<file path="src/rtl/rpn_pkg.sv">
// shared types and codes for the rpn stack calculator
package rpn_pkg;

    localparam int DATA_W = 32;

    // command codes carried in tuser of the input stream
    localparam logic [2:0] OP_PUSH  = 3'd0;
    localparam logic [2:0] OP_POP   = 3'd1;
    localparam logic [2:0] OP_PEEK  = 3'd2;
    localparam logic [2:0] OP_CLEAR = 3'd3;
    localparam logic [2:0] OP_APPLY = 3'd4;

    // result status codes
    localparam logic [2:0] ST_OK      = 3'd0;
    localparam logic [2:0] ST_EMPTY   = 3'd1;
    localparam logic [2:0] ST_FULL    = 3'd2;
    localparam logic [2:0] ST_FEW     = 3'd3;
    localparam logic [2:0] ST_DIVZERO = 3'd4;
    localparam logic [2:0] ST_INVALID = 3'd5;

    // ascii operator characters
    localparam logic [7:0] CH_ADD = 8'h2B;
    localparam logic [7:0] CH_SUB = 8'h2D;
    localparam logic [7:0] CH_MUL = 8'h2A;
    localparam logic [7:0] CH_DIV = 8'h2F;

    localparam logic [DATA_W-1:0] VALUE_EMPTY = '1;

    typedef enum logic [2:0] {
        S_IDLE,
        S_RD1,
        S_RD2,
        S_DIV,
        S_OUT
    } state_t;

endpackage

</file>
<file path="src/rtl/rpn_div.sv">
// radix-2 restoring signed divider, truncating toward zero, one bit per cycle
module rpn_div (
    input  logic        clk,
    input  logic        rst_n,
    input  logic        start,
    input  logic [31:0] dividend,
    input  logic [31:0] divisor,
    output logic        done,
    output logic [31:0] quotient
);
    import rpn_pkg::*;

    localparam int STEPS = DATA_W;
    localparam int SW    = $clog2(STEPS);
    localparam logic [SW-1:0] LAST_STEP = SW'(STEPS - 1);

    logic                busy_reg;
    logic                done_reg;
    logic [SW-1:0]       step_reg;
    logic [DATA_W-1:0]   rem_reg;
    logic [DATA_W-1:0]   quo_reg;
    logic [DATA_W-1:0]   den_reg;
    logic                neg_reg;

    logic [DATA_W:0]     trial;
    logic                fits;
    logic [DATA_W-1:0]   rem_next;
    logic [DATA_W-1:0]   quo_next;
    logic [DATA_W-1:0]   lhs_mag;
    logic [DATA_W-1:0]   rhs_mag;

    assign lhs_mag = dividend[DATA_W-1] ? (~dividend + 1'b1) : dividend;
    assign rhs_mag = divisor[DATA_W-1] ? (~divisor + 1'b1) : divisor;

    // shift in the next dividend bit and try the subtract
    assign trial    = {rem_reg, quo_reg[DATA_W-1]} - {1'b0, den_reg};
    assign fits     = ~trial[DATA_W];
    assign rem_next = fits ? trial[DATA_W-1:0] : {rem_reg[DATA_W-2:0], quo_reg[DATA_W-1]};
    assign quo_next = {quo_reg[DATA_W-2:0], fits};

    always_ff @(posedge clk or negedge rst_n)
    begin
        if (!rst_n)
        begin
            busy_reg <= 1'b0;
            done_reg <= 1'b0;
            step_reg <= '0;
        end
        else
        begin
            done_reg <= 1'b0;
            if (start)
            begin
                busy_reg <= 1'b1;
                step_reg <= '0;
            end
            else if (busy_reg)
            begin
                step_reg <= step_reg + 1'b1;
                if (step_reg == LAST_STEP)
                begin
                    busy_reg <= 1'b0;
                    done_reg <= 1'b1;
                end
            end
        end
    end

    always_ff @(posedge clk)
    begin
        if (start)
        begin
            rem_reg <= '0;
            quo_reg <= lhs_mag;
            den_reg <= rhs_mag;
            neg_reg <= dividend[DATA_W-1] ^ divisor[DATA_W-1];
        end
        else if (busy_reg)
        begin
            rem_reg <= rem_next;
            quo_reg <= quo_next;
        end
    end

    assign done     = done_reg;
    assign quotient = neg_reg ? (~quo_reg + 1'b1) : quo_reg;

endmodule

</file>
<file path="src/rtl/rpn_stack_calculator_top.sv">
// rpn stack calculator: stack in a synchronous ram, sequencer and divider
// from accept to m_axis_tvalid: push, clear and rejected commands go from S_IDLE to S_OUT,
// pop and peek pass S_RD1, + - * pass S_RD1 and S_RD2, / adds S_DIV (32-step radix-2 divider loop)
// throughput: one item at a time, the next is taken once the result is registered
// stack ram reads are registered; apply reads top then second entry on one port
// reset (async, active low) empties the stack; ram contents are not cleared
module rpn_stack_calculator_top #(
    parameter int STACK_DEPTH = 64
) (
    input  logic        clk,
    input  logic        rst_n,
    input  logic        s_axis_tvalid,
    output logic        s_axis_tready,
    input  logic [39:0] s_axis_tdata,  // push_value[31:0], operator_char[39:32]
    input  logic [2:0]  s_axis_tuser,  // operation[2:0]
    output logic        m_axis_tvalid,
    input  logic        m_axis_tready,
    output logic [39:0] m_axis_tdata,  // result_value[31:0], stack_depth[38:32], zero[39]
    output logic [2:0]  m_axis_tuser   // status[2:0]
);
    import rpn_pkg::*;

    localparam int CW = $clog2(STACK_DEPTH + 1);
    localparam int AW = $clog2(STACK_DEPTH);
    localparam logic [CW-1:0] DEPTH_C = CW'(STACK_DEPTH);
    localparam logic [CW-1:0] TWO_C   = CW'(2);

    state_t state_reg, state_next;

    logic [CW-1:0]     count_reg, count_next;
    logic [2:0]        op_reg, op_next;
    logic [7:0]        ch_reg, ch_next;
    logic [DATA_W-1:0] rhs_reg, rhs_next;
    logic [DATA_W-1:0] res_reg, res_next;
    logic [2:0]        st_reg, st_next;

    logic              m_valid_reg;
    logic [DATA_W-1:0] m_res_reg;
    logic [2:0]        m_st_reg;
    logic [6:0]        m_depth_reg;

    logic [DATA_W-1:0] mem [STACK_DEPTH];
    logic [DATA_W-1:0] rd_data_reg;
    logic [AW-1:0]     rd_addr;
    logic              mem_we;
    logic [AW-1:0]     mem_waddr;
    logic [DATA_W-1:0] mem_wdata;

    logic              accept;
    logic              out_load;
    logic              div_start;
    logic              div_done;
    logic [DATA_W-1:0] div_quot;
    logic [DATA_W-1:0] lhs;
    logic [DATA_W-1:0] in_value;
    logic [7:0]        in_char;
    logic [CW+6:0]     depth_ext;

    assign in_value = s_axis_tdata[31:0];
    assign in_char  = s_axis_tdata[39:32];
    assign lhs      = rd_data_reg;

    assign s_axis_tready = (state_reg == S_IDLE);
    assign accept        = s_axis_tvalid & s_axis_tready;
    assign out_load      = (state_reg == S_OUT) & (~m_valid_reg | m_axis_tready);

    // stack ram, one write and one registered read port
    always_ff @(posedge clk)
    begin
        if (mem_we)
        begin
            mem[mem_waddr] <= mem_wdata;
        end
        rd_data_reg <= mem[rd_addr];
    end

    rpn_div u_div (
        .clk      (clk),
        .rst_n    (rst_n),
        .start    (div_start),
        .dividend (lhs),
        .divisor  (rhs_reg),
        .done     (div_done),
        .quotient (div_quot)
    );

    // next state
    always_comb
    begin
        state_next = state_reg;
        unique case (state_reg)
            S_IDLE:
            begin
                if (accept)
                begin
                    state_next = S_OUT;
                    if ((s_axis_tuser == OP_POP || s_axis_tuser == OP_PEEK)
                        && count_reg != '0)
                    begin
                        state_next = S_RD1;
                    end
                    if (s_axis_tuser == OP_APPLY && count_reg >= TWO_C)
                    begin
                        state_next = S_RD1;
                    end
                end
            end
            S_RD1:
            begin
                state_next = (op_reg == OP_APPLY) ? S_RD2 : S_OUT;
            end
            S_RD2:
            begin
                state_next = (ch_reg == CH_DIV && rhs_reg != '0) ? S_DIV : S_OUT;
            end
            S_DIV:
            begin
                if (div_done)
                begin
                    state_next = S_OUT;
                end
            end
            S_OUT:
            begin
                if (out_load)
                begin
                    state_next = S_IDLE;
                end
            end
            default:
            begin
                state_next = S_IDLE;
            end
        endcase
    end

    // datapath and ram controls
    always_comb
    begin
        count_next = count_reg;
        op_next    = op_reg;
        ch_next    = ch_reg;
        rhs_next   = rhs_reg;
        res_next   = res_reg;
        st_next    = st_reg;
        mem_we     = 1'b0;
        mem_waddr  = AW'(count_reg - TWO_C);
        mem_wdata  = res_reg;
        rd_addr    = AW'(count_reg - 1'b1);
        div_start  = 1'b0;
        unique case (state_reg)
            S_IDLE:
            begin
                if (accept)
                begin
                    op_next  = s_axis_tuser;
                    ch_next  = in_char;
                    res_next = '0;
                    st_next  = ST_OK;
                    unique case (s_axis_tuser)
                        OP_PUSH:
                        begin
                            res_next = in_value;
                            if (count_reg < DEPTH_C)
                            begin
                                mem_we     = 1'b1;
                                mem_waddr  = AW'(count_reg);
                                mem_wdata  = in_value;
                                count_next = count_reg + 1'b1;
                            end
                            else
                            begin
                                st_next = ST_FULL;
                            end
                        end
                        OP_POP, OP_PEEK:
                        begin
                            if (count_reg == '0)
                            begin
                                res_next = VALUE_EMPTY;
                                st_next  = ST_EMPTY;
                            end
                        end
                        OP_CLEAR:
                        begin
                            count_next = '0;
                        end
                        OP_APPLY:
                        begin
                            if (count_reg < TWO_C)
                            begin
                                st_next = ST_FEW;
                            end
                        end
                        default:
                        begin
                            st_next = ST_INVALID;
                        end
                    endcase
                end
            end
            S_RD1:
            begin
                if (op_reg == OP_APPLY)
                begin
                    rhs_next = rd_data_reg;
                    rd_addr  = AW'(count_reg - TWO_C);
                end
                else
                begin
                    res_next = rd_data_reg;
                    if (op_reg == OP_POP)
                    begin
                        count_next = count_reg - 1'b1;
                    end
                end
            end
            S_RD2:
            begin
                unique case (ch_reg)
                    CH_ADD:
                    begin
                        res_next = lhs + rhs_reg;
                    end
                    CH_SUB:
                    begin
                        res_next = lhs - rhs_reg;
                    end
                    CH_MUL:
                    begin
                        res_next = lhs * rhs_reg;
                    end
                    CH_DIV:
                    begin
                        if (rhs_reg == '0)
                        begin
                            st_next = ST_DIVZERO;
                        end
                        else
                        begin
                            div_start = 1'b1;
                        end
                    end
                    default:
                    begin
                        st_next = ST_INVALID;
                    end
                endcase
                // operands are replaced by the result except on a kept case
                if (ch_reg == CH_ADD || ch_reg == CH_SUB || ch_reg == CH_MUL)
                begin
                    mem_we     = 1'b1;
                    mem_wdata  = res_next;
                    count_next = count_reg - 1'b1;
                end
            end
            S_DIV:
            begin
                if (div_done)
                begin
                    res_next   = div_quot;
                    mem_we     = 1'b1;
                    mem_wdata  = div_quot;
                    count_next = count_reg - 1'b1;
                end
            end
            S_OUT:
            begin
            end
            default:
            begin
            end
        endcase
    end

    always_ff @(posedge clk or negedge rst_n)
    begin
        if (!rst_n)
        begin
            state_reg   <= S_IDLE;
            count_reg   <= '0;
            m_valid_reg <= 1'b0;
        end
        else
        begin
            state_reg <= state_next;
            count_reg <= count_next;
            if (out_load)
            begin
                m_valid_reg <= 1'b1;
            end
            else if (m_axis_tready)
            begin
                m_valid_reg <= 1'b0;
            end
        end
    end

    assign depth_ext = {7'b0, count_reg};

    always_ff @(posedge clk)
    begin
        op_reg  <= op_next;
        ch_reg  <= ch_next;
        rhs_reg <= rhs_next;
        res_reg <= res_next;
        st_reg  <= st_next;
        if (out_load)
        begin
            m_res_reg   <= res_reg;
            m_st_reg    <= st_reg;
            m_depth_reg <= depth_ext[6:0];
        end
    end

    assign m_axis_tvalid = m_valid_reg;
    assign m_axis_tdata  = {1'b0, m_depth_reg, m_res_reg};
    assign m_axis_tuser  = m_st_reg;

endmodule

</file>
<file path="config.mk">
export PLATFORM = sky130hd
export DESIGN_NAME = rpn_stack_calculator_top
export DESIGN_NICKNAME = d
export VERILOG_FILES = /design/src/rtl/rpn_pkg.sv /design/src/rtl/rpn_div.sv /design/src/rtl/rpn_stack_calculator_top.sv
export SDC_FILE = /design/constraint.sdc
export NUM_CORES = 2
export LEC_CHECK = 0
export BUFFER_PORTS_ARGS = -buffer_cell sky130_fd_sc_hd__buf_2
export CORE_AREA = 4 4 438 440
export DETAILED_ROUTE_END_ITERATION = 6
export DIE_AREA = 0 0 442 444
export HOLD_SLACK_MARGIN = 0.03
export PLACE_DENSITY_LB_ADDON = 0.25
export SYNTH_ARGS = -nofsm -noshare
export SYNTH_HDL_FRONTEND = slang
export SYNTH_SLANG_ARGS = --single-unit
</file>
<file path="constraint.sdc">
create_clock -name clk -period 18.2 [get_ports clk]
set_clock_uncertainty 0.05 [all_clocks]
set_input_delay 3.64 -clock clk [delete_from_list [all_inputs] [get_ports clk]]
set_output_delay 3.64 -clock clk [all_outputs]
set_load 0.005 [all_outputs]
</file>
==> Flow_metrics.wiki <==
{| class="wikitable"
! Metric !! Value
|-
| Inst Count DP || about 9.4k
|-
| Depth of the worst register-to-register path || 23
|-
| Final Instance Area || about 120,000 µm²
|-
| Cell type with the highest aggregate area in the netlist || sky130_fd_sc_hd__edfxtp_1
|-
| Number of hold buffers added after cts || 0
|-
| Violations in the final reports || DRC
|-
| Area growth, synth to finish || 10.1%
|-
| Clock buffer count from CTS || between 200 and 250
|-
| Pin count of the biggest net entering global routing || around 120
|-
| H-Tree Level Count || 4
|-
| Average size of a mapped cell || roughly 16 µm²
|-
| Number of design-rule violations left by the first detailed-router iteration || approximately 8.3k
|-
| Number of placement rows || between 150 and 200
|-
| Kind of critical path || reg2reg
|-
| Average detailed-routed wire length per instance || between 30 and 40 µm
|-
| Transition time of the tightest slew-check pin || between 1000 and 1500 ps
|-
| Average via count per standard cell || ~6.5
|-
| Fraction of the yosys area taken by sequential cells || between 60% and 70%
|-
| Clock tree from TritonCTS || yes
|-
| Yosys top cell area share || approximately three fifths
|-
| CP Capture Type || register
|-
| Final Non-Filler Cells || between 9k and 10k
|-
| Synthesized cell area || ~110,000 µm²
|-
| Worst skew pair latency || about 900 ps
|-
| Total setup violations reported at the end of the flow || 0
|-
| Hold Violations, Final || 0
|-
| Minimum period implied by the final worst setup slack || about 9800 ps
|-
| Antenna violations before repair || 21
|-
| GPL Wtd Cong || 0.959
|-
| Highest clock rate || between 100 and 150 MHz
|-
| Die ar. || roughly 200,000 µm²
|-
| Worst min-delay path category || reg2reg
|-
| Detailed-route wire length || roughly 310,000 µm
|-
| Maximum capacitance violations || 0
|-
| Overall overflow remaining after global route || 0
|-
| Total global-route track usage || a little under a third
|-
| Deepest clock path buffer count || 3
|-
| Number of max-slew violations in the final report || 0
|-
| Hold path cells || 0
|-
| Final routed DRC violation total || 6
|-
| CTS resizes || 0
|-
| Library cells used by synthesis || just over 90
|-
| Relative slew margins || a little under an eighth
|-
| Synthesized instance count || 7,008
|-
| Number of flops mapped to enable cells by yosys || 2,233
|-
| Net count, final || between 7k and 8k
|-
| Period Utilization, post-route || between 50 and 60%
|-
| Largest reg by FF count || mem
|-
| Root Buffer Master || sky130_fd_sc_hd__clkbuf_16
|-
| Die Y || approximately 440 µm
|-
| Core Footprint || 188,000 µm²
|-
| Share of flip-flops with an asynchronous set or reset after synthesis || 0.778%
|-
| Status || finished, violations left
|-
| Initial Util || approximately 60%
|-
| Vias in the first global route || 65.3k
|-
| Global-route wire length before repair || 447,000 µm
|-
| Worst R2R Setup Slack || approximately 8400 ps
|-
| Placement-stage cell area || 116,000 µm²
|-
| Worst Path Required || between 15,000 and 20,000 ps
|-
| Ys Warns || 0
|-
| Number of flip-flops in the largest register || ~2.0k
|-
| DRT Pass-1 Iters || 7
|-
| Worst hold slack after final layout || 377 ps
|-
| Top post-synthesis cells by area || sky130_fd_sc_hd__edfxtp_1 60%, sky130_fd_sc_hd__mux4_2 10%, sky130_fd_sc_hd__fa_1 7.3%
|-
| Sum of net half-perimeters after detailed placement || around 180,000 µm
|-
| Maximum fanout encountered on the critical timing path || 64
|-
| Count of pins on the block boundary || between 90 and 100
|-
| Postcts setup bufs || 0
|-
| Via count || about 64k
|-
| Horiz. Die Dim || 442 µm
|-
| Unrepaired setup endpoints after global routing || false
|-
| Number of synthesized register bits || 2,315
|-
| Clock edge transition at the registers on the reported setup and hold paths || roughly 60 ps
|-
| CTS sink cnt || 2,315
|-
| Category of the worst setup path launch point || register
|-
| Net count after synthesis || around 7.7k
|-
| Dominant synthesized flop cell || sky130_fd_sc_hd__edfxtp_1
|-
| Layout filler cell count || around 13k
|-
| Fraction of final layout cells with drive strength greater than 1 || roughly 17%
|-
| Setup tns final || 0 ps
|-
| Number of port buffers || 90
|-
| Detail Route Antenna Nets || 0
|-
| Arr. time, crit path || slightly below 10,000 ps
|}
## per-stage QoR
| step | setup slack [ps] | utilization (%) |
|---|---|---|
| after global placement | 8780 | 62.1 |
| after CTS | 8590 | 66.0 |
| after detailed placement | 8620 | 62.1 |
| final | 8420 | 66.0 |
| after global routing | 7960 | 66.0 |
| after floorplan | 9390 | - |
## layout make-up
cell class | instances | area [µm²] | share of cell area (%)
Clock buffer | 289 | 5980 | 4.83
Timing Repair Buffer | 295 | 2080 | 1.68
Clock inverter | 120 | 1300 | 1.05
Sequential cell | 2315 | 68800 | 55.6
Tap cell | 2495 | 3120 | 2.52
Antenna cell | 13 | 32.5 | 0.0263
Multi-Input combinational cell | 3829 | 40800 | 32.9
Inverter | 465 | 1750 | 1.41
## layout by cell type (no fill, tap or decap), types with 53 or more instances in the layout
cell,count
sky130_fd_sc_hd__edfxtp_1,2233
sky130_fd_sc_hd__mux4_2,512
sky130_fd_sc_hd__mux2i_1,482
sky130_fd_sc_hd__inv_1,463
sky130_fd_sc_hd__nand2_1,439
sky130_fd_sc_hd__fa_1,410
sky130_fd_sc_hd__and2_1,311
sky130_fd_sc_hd__clkbuf_16,225
sky130_fd_sc_hd__ha_1,198
sky130_fd_sc_hd__buf_4,198
sky130_fd_sc_hd__o21ai_0,182
sky130_fd_sc_hd__a21oi_1,172
sky130_fd_sc_hd__xnor2_1,141
sky130_fd_sc_hd__nor2_1,137
sky130_fd_sc_hd__xor2_1,98
sky130_fd_sc_hd__buf_2,90
sky130_fd_sc_hd__nand3_1,66
sky130_fd_sc_hd__nor2_4,65
sky130_fd_sc_hd__dfxtp_1,64
sky130_fd_sc_hd__clkbuf_1,53
## worst paths after layout
path                                   end        from
setup / recovery               mem[30][27]  rhs_reg[3]
hold / removal             m_axis_tuser[2]   st_reg[2]
setup reg to reg               mem[30][27]  rhs_reg[3]
hold reg to reg            m_axis_tuser[2]   st_reg[2]
max in group asynchronous   u_div.busy_reg       rst_n
min in group asynchronous   u_div.busy_reg       rst_n
## metal layers
metal	GRT usage (%)	share of wire, %
met5	0	0.0042
met2	50.5	48
met1	41.4	36
met3	6.31	9.9
met4	15.7	5.8
## cells by family after synthesis
group / Yosys count / synth area share, %
buffers and inverters: 864 / 3.18
xor gates and xnor gates: 244 / 1.92
other: 1 / 0.00333
AOI/OAI and AO/OA: 709 / 4.06
muxes: 995 / 14.6
and+or+nand+nor: 1272 / 5.60
DFF: 2315 / 61.2
adders and majority gates: 608 / 9.50
## critical path, cell delays in order, from the launching register on
cell,delay [ps]
sky130_fd_sc_hd__edfxtp_1,1130
sky130_fd_sc_hd__and2_1,270
sky130_fd_sc_hd__fa_1,430
sky130_fd_sc_hd__inv_1,80
sky130_fd_sc_hd__fa_1,420
sky130_fd_sc_hd__fa_1,490
sky130_fd_sc_hd__fa_1,540
sky130_fd_sc_hd__inv_1,50
sky130_fd_sc_hd__fa_1,500
sky130_fd_sc_hd__inv_1,60
sky130_fd_sc_hd__fa_1,530
sky130_fd_sc_hd__inv_1,50
sky130_fd_sc_hd__fa_1,490
sky130_fd_sc_hd__fa_1,420
sky130_fd_sc_hd__ha_1,360
sky130_fd_sc_hd__a21o_1,200
sky130_fd_sc_hd__a21o_1,160
sky130_fd_sc_hd__a221o_1,310
sky130_fd_sc_hd__o31ai_1,580
sky130_fd_sc_hd__o21ai_0,260
sky130_fd_sc_hd__a31oi_1,280
sky130_fd_sc_hd__mux2i_1,170
sky130_fd_sc_hd__a22oi_1,260
sky130_fd_sc_hd__nand3_2,970
## synth_stat cells (18+ instances only)
| cell type | number |
|---|---|
| sky130_fd_sc_hd__xor2_1 | 99 |
| sky130_fd_sc_hd__ha_1 | 198 |
| sky130_fd_sc_hd__or3_1 | 23 |
| sky130_fd_sc_hd__buf_2 | 55 |
| sky130_fd_sc_hd__inv_1 | 463 |
| sky130_fd_sc_hd__o211ai_1 | 18 |
| sky130_fd_sc_hd__edfxtp_1 | 2233 |
| sky130_fd_sc_hd__nand4_1 | 20 |
| sky130_fd_sc_hd__a21oi_1 | 173 |
| sky130_fd_sc_hd__nor2_1 | 203 |
| sky130_fd_sc_hd__nand3_1 | 81 |
| sky130_fd_sc_hd__dfxtp_1 | 64 |
| sky130_fd_sc_hd__clkbuf_1 | 234 |
| sky130_fd_sc_hd__a31oi_1 | 25 |
| sky130_fd_sc_hd__a21o_1 | 34 |
| sky130_fd_sc_hd__o31ai_1 | 44 |
| sky130_fd_sc_hd__fa_1 | 410 |
| sky130_fd_sc_hd__dfrtp_1 | 18 |
| sky130_fd_sc_hd__buf_1 | 44 |
| sky130_fd_sc_hd__mux2i_1 | 482 |
| sky130_fd_sc_hd__o21a_1 | 30 |
| sky130_fd_sc_hd__xnor2_1 | 143 |
| sky130_fd_sc_hd__o21ai_0 | 184 |
| sky130_fd_sc_hd__mux4_2 | 512 |
| sky130_fd_sc_hd__nand2_1 | 440 |
| sky130_fd_sc_hd__nor2b_1 | 27 |
| sky130_fd_sc_hd__nor3_1 | 44 |
| sky130_fd_sc_hd__and2_1 | 311 |
| sky130_fd_sc_hd__buf_4 | 58 |
| sky130_fd_sc_hd__and3_1 | 20 |
| sky130_fd_sc_hd__a211oi_1 | 42 |
| sky130_fd_sc_hd__nand2b_1 | 25 |
Power is left out: the tool's default activity adds up to more than one toggle a clock period on the data nets, which glitch-free logic cannot reach.
